===== config.mk =====
export PLATFORM = sky130hd
export DESIGN_NAME = round_robin_thread_scheduler_flat
export DESIGN_NICKNAME = d
export VERILOG_FILES = /design/src/sv/rrts_pkg.sv /design/src/sv/rrts_if.sv /design/src/sv/rrts_datapath.sv /design/src/sv/rrts_ctrl.sv /design/src/sv/round_robin_thread_scheduler.sv /design/src/flat_wrapper.sv
export SDC_FILE = /design/constraint.sdc
export NUM_CORES = 1
export LEC_CHECK = 0
export BUFFER_PORTS_ARGS = -buffer_cell sky130_fd_sc_hd__buf_4
export CORE_UTILIZATION = 45
export DETAILED_ROUTE_END_ITERATION = 6
export GPL_TIMING_DRIVEN = 1
export PLACE_DENSITY_LB_ADDON = 0.1
export SYNTH_ARGS = -nofsm -noshare
export SYNTH_HDL_FRONTEND = slang
export SYNTH_HIERARCHICAL = 1
export SYNTH_SLANG_ARGS = --single-unit

===== constraint.sdc =====
create_clock -name clk -period 9.65 [get_ports clk]
set_clock_uncertainty 0.15 [all_clocks]
set_input_delay 0.4825 -clock clk [delete_from_list [all_inputs] [get_ports clk]]
set_output_delay 0.4825 -clock clk [all_outputs]
set_load 0.01 [all_outputs]

===== src/sv/rrts_pkg.sv =====
`timescale 1ns / 1ps

package rrts_pkg;

  localparam int MAX_THREADS_D      = 8;
  localparam int SECOND_TIME_STEP_D = 100;

  localparam int KIND_W   = 3;
  localparam int TGT_W    = 3;
  localparam int TICKS_W  = 16;
  localparam int THR_W    = 3;
  localparam int TOTAL_W  = 4;
  localparam int STAT_W   = 2;
  localparam int COUNT_W  = 16;
  localparam int TIME_W   = 32;

  // Event kinds
  localparam logic [KIND_W-1:0] KIND_TICK   = 3'd0;
  localparam logic [KIND_W-1:0] KIND_SECOND = 3'd1;
  localparam logic [KIND_W-1:0] KIND_SLEEP  = 3'd2;
  localparam logic [KIND_W-1:0] KIND_YIELD  = 3'd3;
  localparam logic [KIND_W-1:0] KIND_CREATE = 3'd4;
  localparam logic [KIND_W-1:0] KIND_SWITCH = 3'd5;

  // Thread states
  localparam logic [STAT_W-1:0] ST_READY    = 2'd0;
  localparam logic [STAT_W-1:0] ST_RUNNING  = 2'd1;
  localparam logic [STAT_W-1:0] ST_SLEEPING = 2'd2;
  localparam logic [STAT_W-1:0] ST_NONE     = 2'd3;

  typedef enum logic [3:0] {
    OP_NONE,
    OP_LOAD,
    OP_SWEEP_TICK,
    OP_SWEEP_SEC,
    OP_SLEEP,
    OP_CREATE,
    OP_SWITCH,
    OP_SCAN_INIT,
    OP_SCAN,
    OP_DEMOTE,
    OP_PROMOTE,
    OP_KEEP,
    OP_QSET,
    OP_RESULT
  } dp_op_t;

  typedef struct packed {
    dp_op_t op;
  } dp_cmd_t;

  typedef struct packed {
    logic n_zero;
    logic sweep_last;
    logic created;
    logic sw_ok;
    logic scan_done;
    logic scan_pick;
    logic tick_event;
  } dp_stat_t;

endpackage


===== src/sv/rrts_if.sv =====
`timescale 1ns / 1ps

interface rrts_evt_if;
  import rrts_pkg::*;

  logic                valid;
  logic                ready;
  logic [KIND_W-1:0]   kind;
  logic [TGT_W-1:0]    target_thread;
  logic [TICKS_W-1:0]  sleep_ticks;

  modport source (output valid, kind, target_thread, sleep_ticks, input ready);
  modport sink   (input valid, kind, target_thread, sleep_ticks, output ready);
endinterface

interface rrts_res_if;
  import rrts_pkg::*;

  logic                valid;
  logic                ready;
  logic [THR_W-1:0]    running_thread;
  logic [THR_W-1:0]    previous_thread;
  logic                switched;
  logic                create_ok;
  logic [TOTAL_W-1:0]  thread_total;
  logic [STAT_W-1:0]   queried_status;
  logic [COUNT_W-1:0]  queried_last_count;
  logic [COUNT_W-1:0]  last_second_ticks;
  logic [TIME_W-1:0]   system_time;

  modport source (output valid, running_thread, previous_thread, switched, create_ok,
                  thread_total, queried_status, queried_last_count, last_second_ticks,
                  system_time, input ready);
  modport sink   (input valid, running_thread, previous_thread, switched, create_ok,
                  thread_total, queried_status, queried_last_count, last_second_ticks,
                  system_time, output ready);
endinterface


===== src/sv/rrts_datapath.sv =====
`timescale 1ns / 1ps

module rrts_datapath #(
  parameter int MAX_THREADS_P    = rrts_pkg::MAX_THREADS_D,
  parameter int SECOND_TIME_STEP = rrts_pkg::SECOND_TIME_STEP_D
) (
  input  logic                          clk,
  input  logic                          rst,
  input  rrts_pkg::dp_cmd_t             cmd,
  output rrts_pkg::dp_stat_t            stat,
  input  logic [rrts_pkg::KIND_W-1:0]   evt_kind,
  input  logic [rrts_pkg::TGT_W-1:0]    evt_target,
  input  logic [rrts_pkg::TICKS_W-1:0]  evt_ticks,
  output logic [rrts_pkg::THR_W-1:0]    running_thread,
  output logic [rrts_pkg::THR_W-1:0]    previous_thread,
  output logic                          switched,
  output logic                          create_ok,
  output logic [rrts_pkg::TOTAL_W-1:0]  thread_total,
  output logic [rrts_pkg::STAT_W-1:0]   queried_status,
  output logic [rrts_pkg::COUNT_W-1:0]  queried_last_count,
  output logic [rrts_pkg::COUNT_W-1:0]  last_second_ticks,
  output logic [rrts_pkg::TIME_W-1:0]   system_time
);
  import rrts_pkg::*;

  localparam int TW = $clog2(MAX_THREADS_P);
  localparam int CW = $clog2(MAX_THREADS_P + 1);
  localparam logic [COUNT_W-1:0] COUNT_MAX = '1;

  logic [STAT_W-1:0]  thread_state     [MAX_THREADS_P];
  logic [COUNT_W-1:0] sleep_left       [MAX_THREADS_P];
  logic [COUNT_W-1:0] sched_count      [MAX_THREADS_P];
  logic [COUNT_W-1:0] last_sched_count [MAX_THREADS_P];

  logic [TW-1:0]      cur, prev, idx, pick;
  logic [CW-1:0]      n, cnt;
  logic [KIND_W-1:0]  kind_q;
  logic [TGT_W-1:0]   target_q;
  logic [TICKS_W-1:0] ticks_q;
  logic               made, zero_ready;
  logic [COUNT_W-1:0] tick_cnt, last_tick;
  logic [TIME_W-1:0]  time_cnt;

  logic [STAT_W-1:0]  st_rd;
  logic [COUNT_W-1:0] sl_rd, sc_rd, ls_rd, sc_inc;
  logic               idx_last, cur_last, target_ok, has_room;
  logic               ready_hit, zero_any, scan_end;
  logic [TW-1:0]      idx_inc, cur_inc;

  always_comb begin
    st_rd     = thread_state[idx];
    sl_rd     = sleep_left[idx];
    sc_rd     = sched_count[idx];
    ls_rd     = last_sched_count[idx];
    sc_inc    = (sc_rd == COUNT_MAX) ? sc_rd : sc_rd + COUNT_W'(1);
    idx_last  = (CW'(idx) + CW'(1)) == n;
    cur_last  = (CW'(cur) + CW'(1)) == n;
    idx_inc   = idx_last ? '0 : idx + TW'(1);
    cur_inc   = cur_last ? '0 : cur + TW'(1);
    target_ok = int'(target_q) < MAX_THREADS_P;
    has_room  = int'(n) < MAX_THREADS_P;
    ready_hit = (st_rd == ST_READY) && (idx != '0);
    zero_any  = zero_ready || ((st_rd == ST_READY) && (idx == '0));
    scan_end  = cnt == n;

    stat.n_zero     = n == '0;
    stat.sweep_last = idx_last;
    stat.created    = st_rd != ST_NONE;
    stat.sw_ok      = target_ok && (st_rd != ST_NONE);
    stat.scan_done  = ready_hit || scan_end;
    stat.scan_pick  = ready_hit || zero_any;
    stat.tick_event = kind_q == KIND_TICK;
  end

  // Thread state table: the only per-thread store with a reset value
  always_ff @(posedge clk) begin
    if (rst) begin
      for (int i = 0; i < MAX_THREADS_P; i++) begin
        thread_state[i] <= ST_NONE;
      end
    end else begin
      case (cmd.op)
        OP_SWEEP_TICK: begin
          if (sl_rd == COUNT_W'(1)) thread_state[idx] <= ST_READY;
        end
        OP_SLEEP: begin
          if (st_rd != ST_NONE && ticks_q != '0) thread_state[idx] <= ST_SLEEPING;
        end
        OP_CREATE: begin
          if (has_room) thread_state[idx] <= ST_READY;
        end
        OP_DEMOTE: begin
          if (cur != pick && st_rd == ST_RUNNING) thread_state[idx] <= ST_READY;
        end
        OP_PROMOTE: begin
          thread_state[idx] <= ST_RUNNING;
        end
        default: begin
        end
      endcase
    end
  end

  // Counters per thread; entries are cleared on create before any read
  always_ff @(posedge clk) begin
    case (cmd.op)
      OP_SWEEP_TICK: begin
        if (sl_rd != '0) sleep_left[idx] <= sl_rd - COUNT_W'(1);
      end
      OP_SWEEP_SEC: begin
        last_sched_count[idx] <= sc_rd;
        sched_count[idx]      <= '0;
      end
      OP_SLEEP: begin
        if (st_rd != ST_NONE && ticks_q != '0) sleep_left[idx] <= ticks_q;
      end
      OP_CREATE: begin
        if (has_room) begin
          sleep_left[idx]       <= '0;
          sched_count[idx]      <= '0;
          last_sched_count[idx] <= '0;
        end
      end
      OP_SWITCH: begin
        if (target_ok && st_rd != ST_NONE) sleep_left[idx] <= '0;
      end
      OP_PROMOTE: begin
        sched_count[idx] <= sc_inc;
      end
      OP_KEEP: begin
        if (st_rd == ST_RUNNING) sched_count[idx] <= sc_inc;
      end
      default: begin
      end
    endcase
  end

  always_ff @(posedge clk) begin
    if (rst) begin
      cur        <= '0;
      prev       <= '0;
      idx        <= '0;
      pick       <= '0;
      n          <= '0;
      cnt        <= '0;
      kind_q     <= '0;
      target_q   <= '0;
      ticks_q    <= '0;
      made       <= 1'b0;
      zero_ready <= 1'b0;
      tick_cnt   <= '0;
      last_tick  <= '0;
      time_cnt   <= '0;
    end else begin
      case (cmd.op)
        OP_LOAD: begin
          kind_q     <= evt_kind;
          target_q   <= evt_target;
          ticks_q    <= evt_ticks;
          prev       <= cur;
          made       <= 1'b0;
          zero_ready <= 1'b0;
          case (evt_kind)
            KIND_TICK: begin
              idx <= '0;
              if (tick_cnt != COUNT_MAX) tick_cnt <= tick_cnt + COUNT_W'(1);
            end
            KIND_SECOND: begin
              idx       <= '0;
              last_tick <= tick_cnt;
              tick_cnt  <= '0;
              time_cnt  <= time_cnt + TIME_W'(SECOND_TIME_STEP);
            end
            KIND_SLEEP:  idx <= cur;
            KIND_CREATE: idx <= TW'(n);
            KIND_SWITCH: idx <= TW'(evt_target);
            default:     idx <= '0;
          endcase
        end
        OP_SWEEP_TICK, OP_SWEEP_SEC: begin
          idx <= idx_inc;
        end
        OP_CREATE: begin
          if (has_room) begin
            n    <= n + CW'(1);
            made <= 1'b1;
          end
        end
        OP_SWITCH: begin
          pick <= idx;
          idx  <= cur;
        end
        OP_SCAN_INIT: begin
          idx <= cur_inc;
          cnt <= CW'(1);
        end
        OP_SCAN: begin
          if (st_rd == ST_READY && idx == '0) zero_ready <= 1'b1;
          cnt <= cnt + CW'(1);
          idx <= idx_inc;
          if (ready_hit) begin
            pick <= idx;
            idx  <= cur;
          end else if (scan_end) begin
            pick <= '0;
            idx  <= cur;
          end
        end
        OP_DEMOTE: begin
          cur <= pick;
          idx <= pick;
        end
        OP_QSET: begin
          idx <= TW'(target_q);
        end
        default: begin
        end
      endcase
    end
  end

  always_ff @(posedge clk) begin
    if (cmd.op == OP_RESULT) begin
      running_thread     <= THR_W'(cur);
      previous_thread    <= THR_W'(prev);
      switched           <= cur != prev;
      create_ok          <= made;
      thread_total       <= TOTAL_W'(n);
      queried_status     <= target_ok ? st_rd : ST_NONE;
      queried_last_count <= (target_ok && st_rd != ST_NONE) ? ls_rd : '0;
      last_second_ticks  <= last_tick;
      system_time        <= time_cnt;
    end
  end

  logic [MAX_THREADS_P-1:0] run_vec;

  always_comb begin
    for (int i = 0; i < MAX_THREADS_P; i++) begin
      run_vec[i] = thread_state[i] == ST_RUNNING;
    end
  end

  a_one_running: assert property (@(posedge clk) disable iff (rst)
    $countones(run_vec) <= 1)
    else $error("more than one thread marked running");

  a_cur_created: assert property (@(posedge clk) disable iff (rst)
    (n != '0) |-> (CW'(cur) < n))
    else $error("current thread beyond created range");

  a_count_bound: assert property (@(posedge clk) disable iff (rst)
    int'(n) <= MAX_THREADS_P)
    else $error("thread count overflow");

  a_made_src: assert property (@(posedge clk) disable iff (rst)
    $rose(made) |-> $past(cmd.op) == OP_CREATE)
    else $error("create flag set outside a create");

endmodule


===== src/sv/rrts_ctrl.sv =====
`timescale 1ns / 1ps

module rrts_ctrl (
  input  logic                         clk,
  input  logic                         rst,
  input  logic                         evt_valid,
  output logic                         evt_ready,
  input  logic [rrts_pkg::KIND_W-1:0]  evt_kind,
  output logic                         res_valid,
  input  logic                         res_ready,
  output rrts_pkg::dp_cmd_t            cmd,
  input  rrts_pkg::dp_stat_t           stat
);
  import rrts_pkg::*;

  typedef enum logic [3:0] {
    S_IDLE, S_SWEEP, S_PICK, S_SCAN, S_SLEEP, S_CREATE, S_SWITCH,
    S_DEMOTE, S_PROMOTE, S_KEEP, S_QSET, S_RESULT
  } state_t;

  state_t state, state_next;
  logic   res_free;

  assign evt_ready = state == S_IDLE;
  assign res_free  = !res_valid || res_ready;

  always_comb begin
    state_next = state;
    cmd.op     = OP_NONE;
    case (state)
      S_IDLE: begin
        if (evt_valid) begin
          cmd.op = OP_LOAD;
          case (evt_kind)
            KIND_TICK, KIND_SECOND: state_next = S_SWEEP;
            KIND_SLEEP:             state_next = S_SLEEP;
            KIND_YIELD:             state_next = S_PICK;
            KIND_CREATE:            state_next = S_CREATE;
            KIND_SWITCH:            state_next = S_SWITCH;
            default:                state_next = S_QSET;
          endcase
        end
      end
      S_SWEEP: begin
        if (!stat.n_zero) cmd.op = stat.tick_event ? OP_SWEEP_TICK : OP_SWEEP_SEC;
        if (stat.n_zero || stat.sweep_last) begin
          state_next = stat.tick_event ? S_PICK : S_QSET;
        end
      end
      S_PICK: begin
        if (stat.n_zero) begin
          state_next = S_QSET;
        end else begin
          cmd.op     = OP_SCAN_INIT;
          state_next = S_SCAN;
        end
      end
      S_SCAN: begin
        cmd.op = OP_SCAN;
        if (stat.scan_done) state_next = stat.scan_pick ? S_DEMOTE : S_KEEP;
      end
      S_SLEEP: begin
        cmd.op     = OP_SLEEP;
        state_next = stat.created ? S_PICK : S_QSET;
      end
      S_CREATE: begin
        cmd.op     = OP_CREATE;
        state_next = S_QSET;
      end
      S_SWITCH: begin
        cmd.op     = OP_SWITCH;
        state_next = stat.sw_ok ? S_DEMOTE : S_QSET;
      end
      S_DEMOTE: begin
        cmd.op     = OP_DEMOTE;
        state_next = S_PROMOTE;
      end
      S_PROMOTE: begin
        cmd.op     = OP_PROMOTE;
        state_next = S_QSET;
      end
      S_KEEP: begin
        cmd.op     = OP_KEEP;
        state_next = S_QSET;
      end
      S_QSET: begin
        cmd.op     = OP_QSET;
        state_next = S_RESULT;
      end
      S_RESULT: begin
        if (res_free) begin
          cmd.op     = OP_RESULT;
          state_next = S_IDLE;
        end
      end
      default: state_next = S_IDLE;
    endcase
  end

  always_ff @(posedge clk) begin
    if (rst) begin
      state     <= S_IDLE;
      res_valid <= 1'b0;
    end else begin
      state <= state_next;
      if (cmd.op == OP_RESULT) begin
        res_valid <= 1'b1;
      end else if (res_ready) begin
        res_valid <= 1'b0;
      end
    end
  end

  a_result_slot: assert property (@(posedge clk) disable iff (rst)
    (cmd.op == OP_RESULT) |-> res_free)
    else $error("result written over an untaken transaction");

  a_result_from_fsm: assert property (@(posedge clk) disable iff (rst)
    $rose(res_valid) |-> $past(state) == S_RESULT)
    else $error("result raised outside the result step");

  a_load_idle: assert property (@(posedge clk) disable iff (rst)
    (cmd.op == OP_LOAD) |=> (state != S_IDLE))
    else $error("event accepted without leaving idle");

endmodule


===== src/sv/round_robin_thread_scheduler.sv =====
`timescale 1ns / 1ps

// Round-robin scheduler for up to MAX_THREADS_P hardware threads. Each event
// transaction on evt (tick, second tick, sleep, yield, create, switch) yields
// exactly one result transaction on res, reporting the running thread before
// and after, the created-thread total, the status and last-second schedule
// count of target_thread, the last-second tick count and the system time.
// Thread 0 is the idle thread and is picked only when no other thread is
// ready. Per-thread state lives in a small table that is read and written at
// one entry per cycle, so cost follows the number of created threads n.
// A scheduling tick runs a countdown sweep over all created threads, then a
// round-robin scan of up to n entries; a second tick runs the sweep alone.
// One event is processed at a time; evt is taken again once the current event
// has moved its result into the output register, even while that result
// still waits.
module round_robin_thread_scheduler #(
  parameter int MAX_THREADS_P    = rrts_pkg::MAX_THREADS_D,
  parameter int SECOND_TIME_STEP = rrts_pkg::SECOND_TIME_STEP_D
) (
  input  logic         clk,
  input  logic         rst,
  rrts_evt_if.sink     evt,
  rrts_res_if.source   res
);
  import rrts_pkg::*;

  // Command and status between the sequencer and the thread table
  dp_cmd_t  cmd;
  dp_stat_t stat;

  rrts_ctrl u_ctrl (
    .clk       (clk),
    .rst       (rst),
    .evt_valid (evt.valid),
    .evt_ready (evt.ready),
    .evt_kind  (evt.kind),
    .res_valid (res.valid),
    .res_ready (res.ready),
    .cmd       (cmd),
    .stat      (stat)
  );

  // Thread table, counters and the result register
  rrts_datapath #(
    .MAX_THREADS_P    (MAX_THREADS_P),
    .SECOND_TIME_STEP (SECOND_TIME_STEP)
  ) u_datapath (
    .clk                (clk),
    .rst                (rst),
    .cmd                (cmd),
    .stat               (stat),
    .evt_kind           (evt.kind),
    .evt_target         (evt.target_thread),
    .evt_ticks          (evt.sleep_ticks),
    .running_thread     (res.running_thread),
    .previous_thread    (res.previous_thread),
    .switched           (res.switched),
    .create_ok          (res.create_ok),
    .thread_total       (res.thread_total),
    .queried_status     (res.queried_status),
    .queried_last_count (res.queried_last_count),
    .last_second_ticks  (res.last_second_ticks),
    .system_time        (res.system_time)
  );

endmodule

===== src/flat_wrapper.sv =====
// flat-port wrapper written by rule: the top's interface ports become plain ports
module round_robin_thread_scheduler_flat import rrts_pkg::*;
#(
  parameter int MAX_THREADS_P    = rrts_pkg::MAX_THREADS_D,
  parameter int SECOND_TIME_STEP = rrts_pkg::SECOND_TIME_STEP_D
)
  (clk, rst, evt_valid, evt_kind, evt_target_thread, evt_sleep_ticks, evt_ready, res_valid, res_running_thread, res_previous_thread, res_switched, res_create_ok, res_thread_total, res_queried_status, res_queried_last_count, res_last_second_ticks, res_system_time, res_ready);
  rrts_evt_if evt_i ();
  rrts_res_if res_i ();
  input  logic clk;
  input  logic rst;
  input wire logic [$bits(evt_i.valid)-1:0] evt_valid;
  input wire logic [$bits(evt_i.kind)-1:0] evt_kind;
  input wire logic [$bits(evt_i.target_thread)-1:0] evt_target_thread;
  input wire logic [$bits(evt_i.sleep_ticks)-1:0] evt_sleep_ticks;
  output wire logic [$bits(evt_i.ready)-1:0] evt_ready;
  output wire logic [$bits(res_i.valid)-1:0] res_valid;
  output wire logic [$bits(res_i.running_thread)-1:0] res_running_thread;
  output wire logic [$bits(res_i.previous_thread)-1:0] res_previous_thread;
  output wire logic [$bits(res_i.switched)-1:0] res_switched;
  output wire logic [$bits(res_i.create_ok)-1:0] res_create_ok;
  output wire logic [$bits(res_i.thread_total)-1:0] res_thread_total;
  output wire logic [$bits(res_i.queried_status)-1:0] res_queried_status;
  output wire logic [$bits(res_i.queried_last_count)-1:0] res_queried_last_count;
  output wire logic [$bits(res_i.last_second_ticks)-1:0] res_last_second_ticks;
  output wire logic [$bits(res_i.system_time)-1:0] res_system_time;
  input wire logic [$bits(res_i.ready)-1:0] res_ready;
  assign evt_i.valid = evt_valid;
  assign evt_i.kind = evt_kind;
  assign evt_i.target_thread = evt_target_thread;
  assign evt_i.sleep_ticks = evt_sleep_ticks;
  assign evt_ready = evt_i.ready;
  assign res_valid = res_i.valid;
  assign res_running_thread = res_i.running_thread;
  assign res_previous_thread = res_i.previous_thread;
  assign res_switched = res_i.switched;
  assign res_create_ok = res_i.create_ok;
  assign res_thread_total = res_i.thread_total;
  assign res_queried_status = res_i.queried_status;
  assign res_queried_last_count = res_i.queried_last_count;
  assign res_last_second_ticks = res_i.last_second_ticks;
  assign res_system_time = res_i.system_time;
  assign res_i.ready = res_ready;
  round_robin_thread_scheduler #(.MAX_THREADS_P(MAX_THREADS_P), .SECOND_TIME_STEP(SECOND_TIME_STEP)) u_core (.clk(clk), .rst(rst), .evt(evt_i), .res(res_i));
endmodule

== Yosys cells after proc, flatten, opt, wreduce, memory -nomap -nowiden ==
Memory sizes are Yosys's and may differ from the RTL's. A register that Yosys moved wholly into a read port is not among the register bits.
Index checks and enable logic that the tools add are counted.

* Flip-flop bits (word level): 175
* Latch bits: 0
* RAM bits: 400
* Bits in read-only memories: 0
* Output and inout bits: 80
* Memories kept: 4

* Add/sub/neg operators: 10
* Multiply operators: 0
* Divide/modulo/power cells: 0
* Magnitude comparators: 1
* Equal/unequal tests: 47
* Shift operators: 0
* Muxes and demuxes: 91
* Bitwise operators: 11
* Reductions and logical operators: 38

{| class="wikitable"
|+ Memories
! memory !! depth !! bits a word !! rd ports !! clocked after memory_dff !! wr ports !! line !! text
|-
| u_core.u_datapath.last_sched_count || 8 || 16 || 1 || 1 || 1 || rrts_datapath.sv:33 || <nowiki>logic [COUNT_W-1:0] last_sched_count [MAX_THREADS_P];</nowiki>
|-
| u_core.u_datapath.sched_count || 8 || 16 || 1 || 1 || 1 || rrts_datapath.sv:32 || <nowiki>logic [COUNT_W-1:0] sched_count [MAX_THREADS_P];</nowiki>
|-
| u_core.u_datapath.sleep_left || 8 || 16 || 1 || 1 || 1 || rrts_datapath.sv:31 || <nowiki>logic [COUNT_W-1:0] sleep_left [MAX_THREADS_P];</nowiki>
|-
| u_core.u_datapath.thread_state || 8 || 2 || 1 || 1 || 8 || rrts_datapath.sv:30 || <nowiki>logic [STAT_W-1:0] thread_state [MAX_THREADS_P];</nowiki>
|}

{| class="wikitable"
|+ Operators with widths
! kind !! count
|-
| $mux W16 || 9
|-
| $pmux W4 S12 || 1
|-
| $mux W1 || 42
|-
| $mux W3 || 14
|-
| $eq A4 B4 Y1 const B || 10
|-
| $mux W4 || 10
|-
| $pmux W4 S10 || 1
|-
| $add A16 B1 Y16 const B || 2
|-
| $add A32 B7 Y32 const B || 1
|-
| $eq A4 B3 Y1 const B || 8
|-
| $pmux W16 S2 || 1
|-
| $reduce_bool A16 Y1 || 2
|-
| $pmux W3 S7 || 1
|-
| $pmux W4 S5 || 1
|-
| $eq A16 B1 Y1 const B || 1
|-
| $eq A16 B16 Y1 const B || 1
|-
| $eq A4 B2 Y1 const B || 4
|-
| $ne A16 B16 Y1 const B || 1
|-
| $sub A16 B1 Y16 const B || 1
|-
| $ne A2 B2 Y1 const B || 7
|-
| $eq A4 B4 Y1 || 3
|-
| $mux W2 || 6
|-
| $reduce_bool A2 Y1 || 6
|-
| $or A1 B1 Y1 || 11
|-
| other kinds (29) || 54
|}

== Depth between registers and ports, before layout ==
* Depth after elaboration: 14
* Depth in mapped cells: 17
* Gate-level depth less buffers: 13

== Hierarchy ==
The synthesis kept the hierarchy.

{| class="wikitable"
|+ By module, submodules not included
! module !! instances !! cells each !! area an instance (µm²) !! seq. area each (µm²)
|-
| rrts_datapath || 1 || 1,595 || 23,830.4 || 16,475.8
|-
| rrts_ctrl || 1 || 81 || 620.6 || 100.1
|}

== Worst setup path before layout ==
OpenSTA, ideal clock, no wires.

* Path kind: reg2reg
* From: register u_core.u_datapath.n[0]
* To: register u_core.u_datapath.create_ok, enable pin
* Library setup time: 604 ps
* Arrival: 7,187 ps
* Path slack: 1,709 ps
* Stages on the path, launching flop included: 12
* Period minus slack after synthesis: 7,941 ps
* Path through: dfxtp_1 > clkbuf_1 > inv_1 > ha_1 > nor3b_1 > nor3_1 > o21ai_0 > o31a_1 > o22ai_1 > clkbuf_1 > inv_1 > nor3_1

{| class="wikitable"
|+ RTL lines
! what !! line !! text
|-
| start: declaration || rrts_datapath.sv:36 || <nowiki>logic [CW-1:0] n, cnt;</nowiki>
|-
| start signal: assignment || rrts_datapath.sv:185 || <nowiki>n <= n + CW'(1);</nowiki>
|-
| end signal: assignment || rrts_datapath.sv:227 || <nowiki>create_ok <= made;</nowiki>
|-
| end: declaration || rrts_datapath.sv:17 || <nowiki>output logic create_ok,</nowiki>
|}

==> results_dict.tcl <==
set metrics [dict create \
    totalNegativeSetupSlack_ps 0 \
    number_of_cell_rows 85 \
    detail_route.iter0.violations 1259 \
    arrival_ps 5240 \
    cp_common_cell "nor2_1" \
    clock_tree_from_tritoncts "yes" \
    finalWeightedCongestion 0.8867 \
    syn-cell-area_sq_um 24450 \
    fmax_ghz 0.1939 \
    setup_viol_count_final 0 \
    ys_ff_latch 590 \
    synth_cells 1676 \
    htreeDepth 2 \
    pwr-share-clk_pct 30.9 \
    pre_cts_ws_ps 4563 \
    drc_errors 0 \
    internal_power_mw 5.037 \
    dr_total_vias 14441 \
    synth-edff-count 476 \
    layout_commonest_cell "edfxtp_1" \
    reg2reg_slack_ps 4490 \
    critical_path.cell_chain "inv_1, ha_1, nor3b_1, nor3_1, o21ai_0, o31a_1, o22ai_1, nor2_1, o2111a_1, nor2_1, a21oi_2" \
    total_switching_power_mw 2.271 \
    yosys_most_used_dff "edfxtp_1" \
    min_period_over_period_pct 53.45 \
    clock_sink_count 590 \
    ys_seq_area_share_pct 67.79 \
    power.density_nw_per_um2 261.1 \
    critPathMaxStageDelay_ps 990 \
    initial_core_util_pct 45.53 \
    path_class "reg -> reg" \
    whs_endpoint "u_core/u_datapath/ticks_q[11]$_SDFFE_PP0P_" \
    min_delay_path_depth 3 \
    die_width_um 235.1 \
    io-pin-count 106 \
    final_util_pct 52.11 \
    antenna_found_initial 1 \
    timing.rr.start "u_core/u_datapath/n[0]$_SDFFE_PP0P_" \
    hold_viol 0 \
    drive_above_1_share_pct 19.62 \
    grt_pass1_vias 14196 \
    cap_viol_max_count 0 \
    rsz_0062_raised_after_global_routing "no" \
    postLayoutCellArea_sq_um 27990 \
    ir_drop_mv 0.1652 \
    cp-start-kind "flop" \
    cp-end-kind "flop" \
    switching_share_pct 31.08 \
    synth_area_leaders "edfxtp_1 58%, dfxtp_1 9.3%, mux4_2 6.3%, nand2_1 2.5%, a21oi_1 1.9%" \
    drt_pass1_iterations 6 \
    grt_first_pass_wirelength_mm 85.58 \
    crit-reg2reg-capture "u_core/u_datapath/sleep_left[7][0]$_DFFE_PP_" \
    synth.yosys.warnings 6 \
    die_height_um 235.1 \
    routed_wl_mm 55.29 \
    synth_largest_type_area_fraction_pct 58.46 \
    hp-class "in -> reg" \
    grt_usage_pct 20.11 \
    buffer_ports.inserted 103 \
    synth_area_leader_cell "edfxtp_1" \
    worstRegToRegCells 11 \
    async_flop_share_pct 0 \
    max_slew_margin_pct 17.61 \
    post_drt_wl_per_cell_um 21.75 \
    worstHoldStart "evt_sleep_ticks[11]" \
    run_status "finished, final reports clean" \
    drt-vias-per-instance 5.681 \
    area.growth.synth_to_final_pct 14.46 \
    fp.coreArea_sq_um 53710 \
    seq_pwr_share_pct 44.9 \
    clock_insertion_delay_worst_skew_ps 620 \
    post_synth.cell_area_avg_sq_um 14.59 \
    placedInstanceArea_sq_um 25860 \
    cts-root-buf "clkbuf_16" \
    nets_final 1833 \
    drt.antenna.violating_nets 0 \
    post_cts.resized_instances 0 \
    max-clock-path-buffers 3 \
    p_comb_share_pct 24.2 \
    cts_inserted_buffers 61 \
    commonest_non_fill_non_tap_cells_in_the_layout "476 x edfxtp_1, 161 x nand2_1, 136 x buf_4, 114 x nor2_1, 111 x dfxtp_1" \
    total_leakage_power_nw 9.093 \
    grt-ovfl-total 0 \
    layout_setup_ws_ps 4492 \
    timing_worst_slew_pin_value_ps 1228 \
    cp_slowest_cell "a21oi_2" \
    final_max_slew_viol_count 0 \
    grt_start_max_net_pins 72 \
    fill_cells 4419 \
    detailed_place_hpwl_mm 34.25 \
    design.die.area_sq_um 55270 \
    timing.critical_path.fanout_max 23 \
    number_of_post_cts_setup_repair_buffers 0 \
    timing.final.crit_period_ps 5158 \
    clkTransAtPathRegs_ps 60 \
    required_ps 9730 \
    synth_cell_types 86 \
]
-- registers in the layout, summed over array words and instances (netlist names), 16 cells and up, named ones only --
| signal | count |
|---|---|
| u_core/u_datapath/last_sched_count | 128 |
| u_core/u_datapath/last_second_ticks | 16 |
| u_core/u_datapath/last_tick | 16 |
| u_core/u_datapath/queried_last_count | 16 |
| u_core/u_datapath/sched_count | 128 |
| u_core/u_datapath/sleep_left | 128 |
| u_core/u_datapath/system_time | 30 |
| u_core/u_datapath/thread_state | 16 |
| u_core/u_datapath/tick_cnt | 16 |
| u_core/u_datapath/ticks_q | 16 |
| u_core/u_datapath/time_cnt | 30 |
-- Yosys cell counts, drive strengths merged, types with 4 or more instances --
library cell	n
and4	6
or2	6
a21o	10
xnor2	34
a41oi	11
o21ai	25
nor3b	10
a22oi	55
nor2	116
nand2	162
clkbuf	61
mux2	4
mux2i	42
and3	12
buf	38
nand2b	10
or3	15
nand3	38
or4	6
o21a	6
dfxtp	114
nand4b	5
nor4	21
nor3	41
mux4	68
a211oi	12
nor2b	9
a21oi	91
ha	12
edfxtp	476
nand4	17
xor2	33
or4b	4
a22o	11
a221oi	12
o31ai	5
a31oi	15
inv	24
and2	8
-- kinds of logic after synthesis --
| family | count (synthesis) | share of synthesized area, % |
|---|---|---|
| AO/OA/AOI/OAI | 277 | 7.640 |
| XOR/XNOR | 67 | 2.400 |
| adder cells (fa/ha/maj) | 12 | 0.6140 |
| buffers and inverters | 123 | 2.717 |
| flip-flops | 590 | 67.79 |
| multiplexers | 114 | 8.648 |
| other | 1 | 0.01534 |
| AND/OR/NAND/NOR | 492 | 10.17 |
-- power groups by stage --
stage                     Combinational (mW)  Clock [mW]  Sequential, mW
after floorplan                         1.35           0            3.22
after global placement                  1.73           0            3.34
after detailed placement                1.76           0            3.34
after CTS                               1.78        2.32            3.28
after global routing                    1.93        2.42            3.30
final                                   1.77        2.26            3.28
-- per-layer routing --
layer | global-route usage, % | part of all wire [%] | up-vias
met5 | 0 | 0 | -
met1 | 28.92 | 46 | 7257
met4 | 5.383 | 2.3 | 0
met2 | 31.63 | 46 | 391
met3 | 3.530 | 5.8 | 81
li1 | - | - | 6712
-- layout make-up --
cell class,count,area [sq um],area share [%]
Antenna cell,1,2.502,0.008941
Clock buffer,71,1585,5.664
Clock inverter,42,354.1,1.265
Inverter,24,90.09,0.3219
Multi-Input combinational cell,964,7298,26.08
Sequential cell,590,16580,59.26
Tap cell,696,870.8,3.112
Timing Repair Buffer,154,1201,4.292
-- stage by stage --
stage	hold WS (ps)	power, mW	cells
3_3_place_gp	271.3	5.067	2410
2_1_floorplan	256.4	4.573	1677
5_1_grt	4.009	7.655	2541
4_1_cts	4.949	7.382	2541
6_report	23.96	7.308	2542
3_5_place_dp	267.5	5.102	2410
-- repair_timing --
item,CTS,global route
endpoints found under the hold margin,18,0
hold buffers,18,0
setup endpoints to repair,0,0
-- how the worst max path moves through the flow --
| stage | start | to | slack, ps |
|---|---|---|---|
| 2_1_floorplan | u_core/u_datapath/n[0]$_SDFFE_PP0P_ | u_core/u_datapath/create_ok$_DFFE_PN_ | 1710 |
| 3_3_place_gp | u_core/u_datapath/n[0]$_SDFFE_PP0P_ | u_core/u_datapath/sleep_left[2][13]$_DFFE_PP_ | 4800 |
| 3_5_place_dp | u_core/u_datapath/n[0]$_SDFFE_PP0P_ | u_core/u_datapath/sleep_left[2][13]$_DFFE_PP_ | 4560 |
| 4_1_cts | u_core/u_datapath/n[0]$_SDFFE_PP0P_ | u_core/u_datapath/sleep_left[7][0]$_DFFE_PP_ | 4530 |
| 5_1_grt | u_core/u_datapath/n[0]$_SDFFE_PP0P_ | u_core/u_datapath/sleep_left[2][1]$_DFFE_PP_ | 3960 |
| 6_report | u_core/u_datapath/n[0]$_SDFFE_PP0P_ | u_core/u_datapath/sleep_left[7][0]$_DFFE_PP_ | 4490 |
-- worst max-delay path: cells and delay by family (launching register included) --
kind,cells,cell delay [ps]
AOI/OAI and AO/OA,5,2350
and+or+nand+nor,4,1520
DFF,1,430
buffers and inverters,1,150
adders and majority gates,1,140
Note: power is estimated with default switching activity, not from simulation.
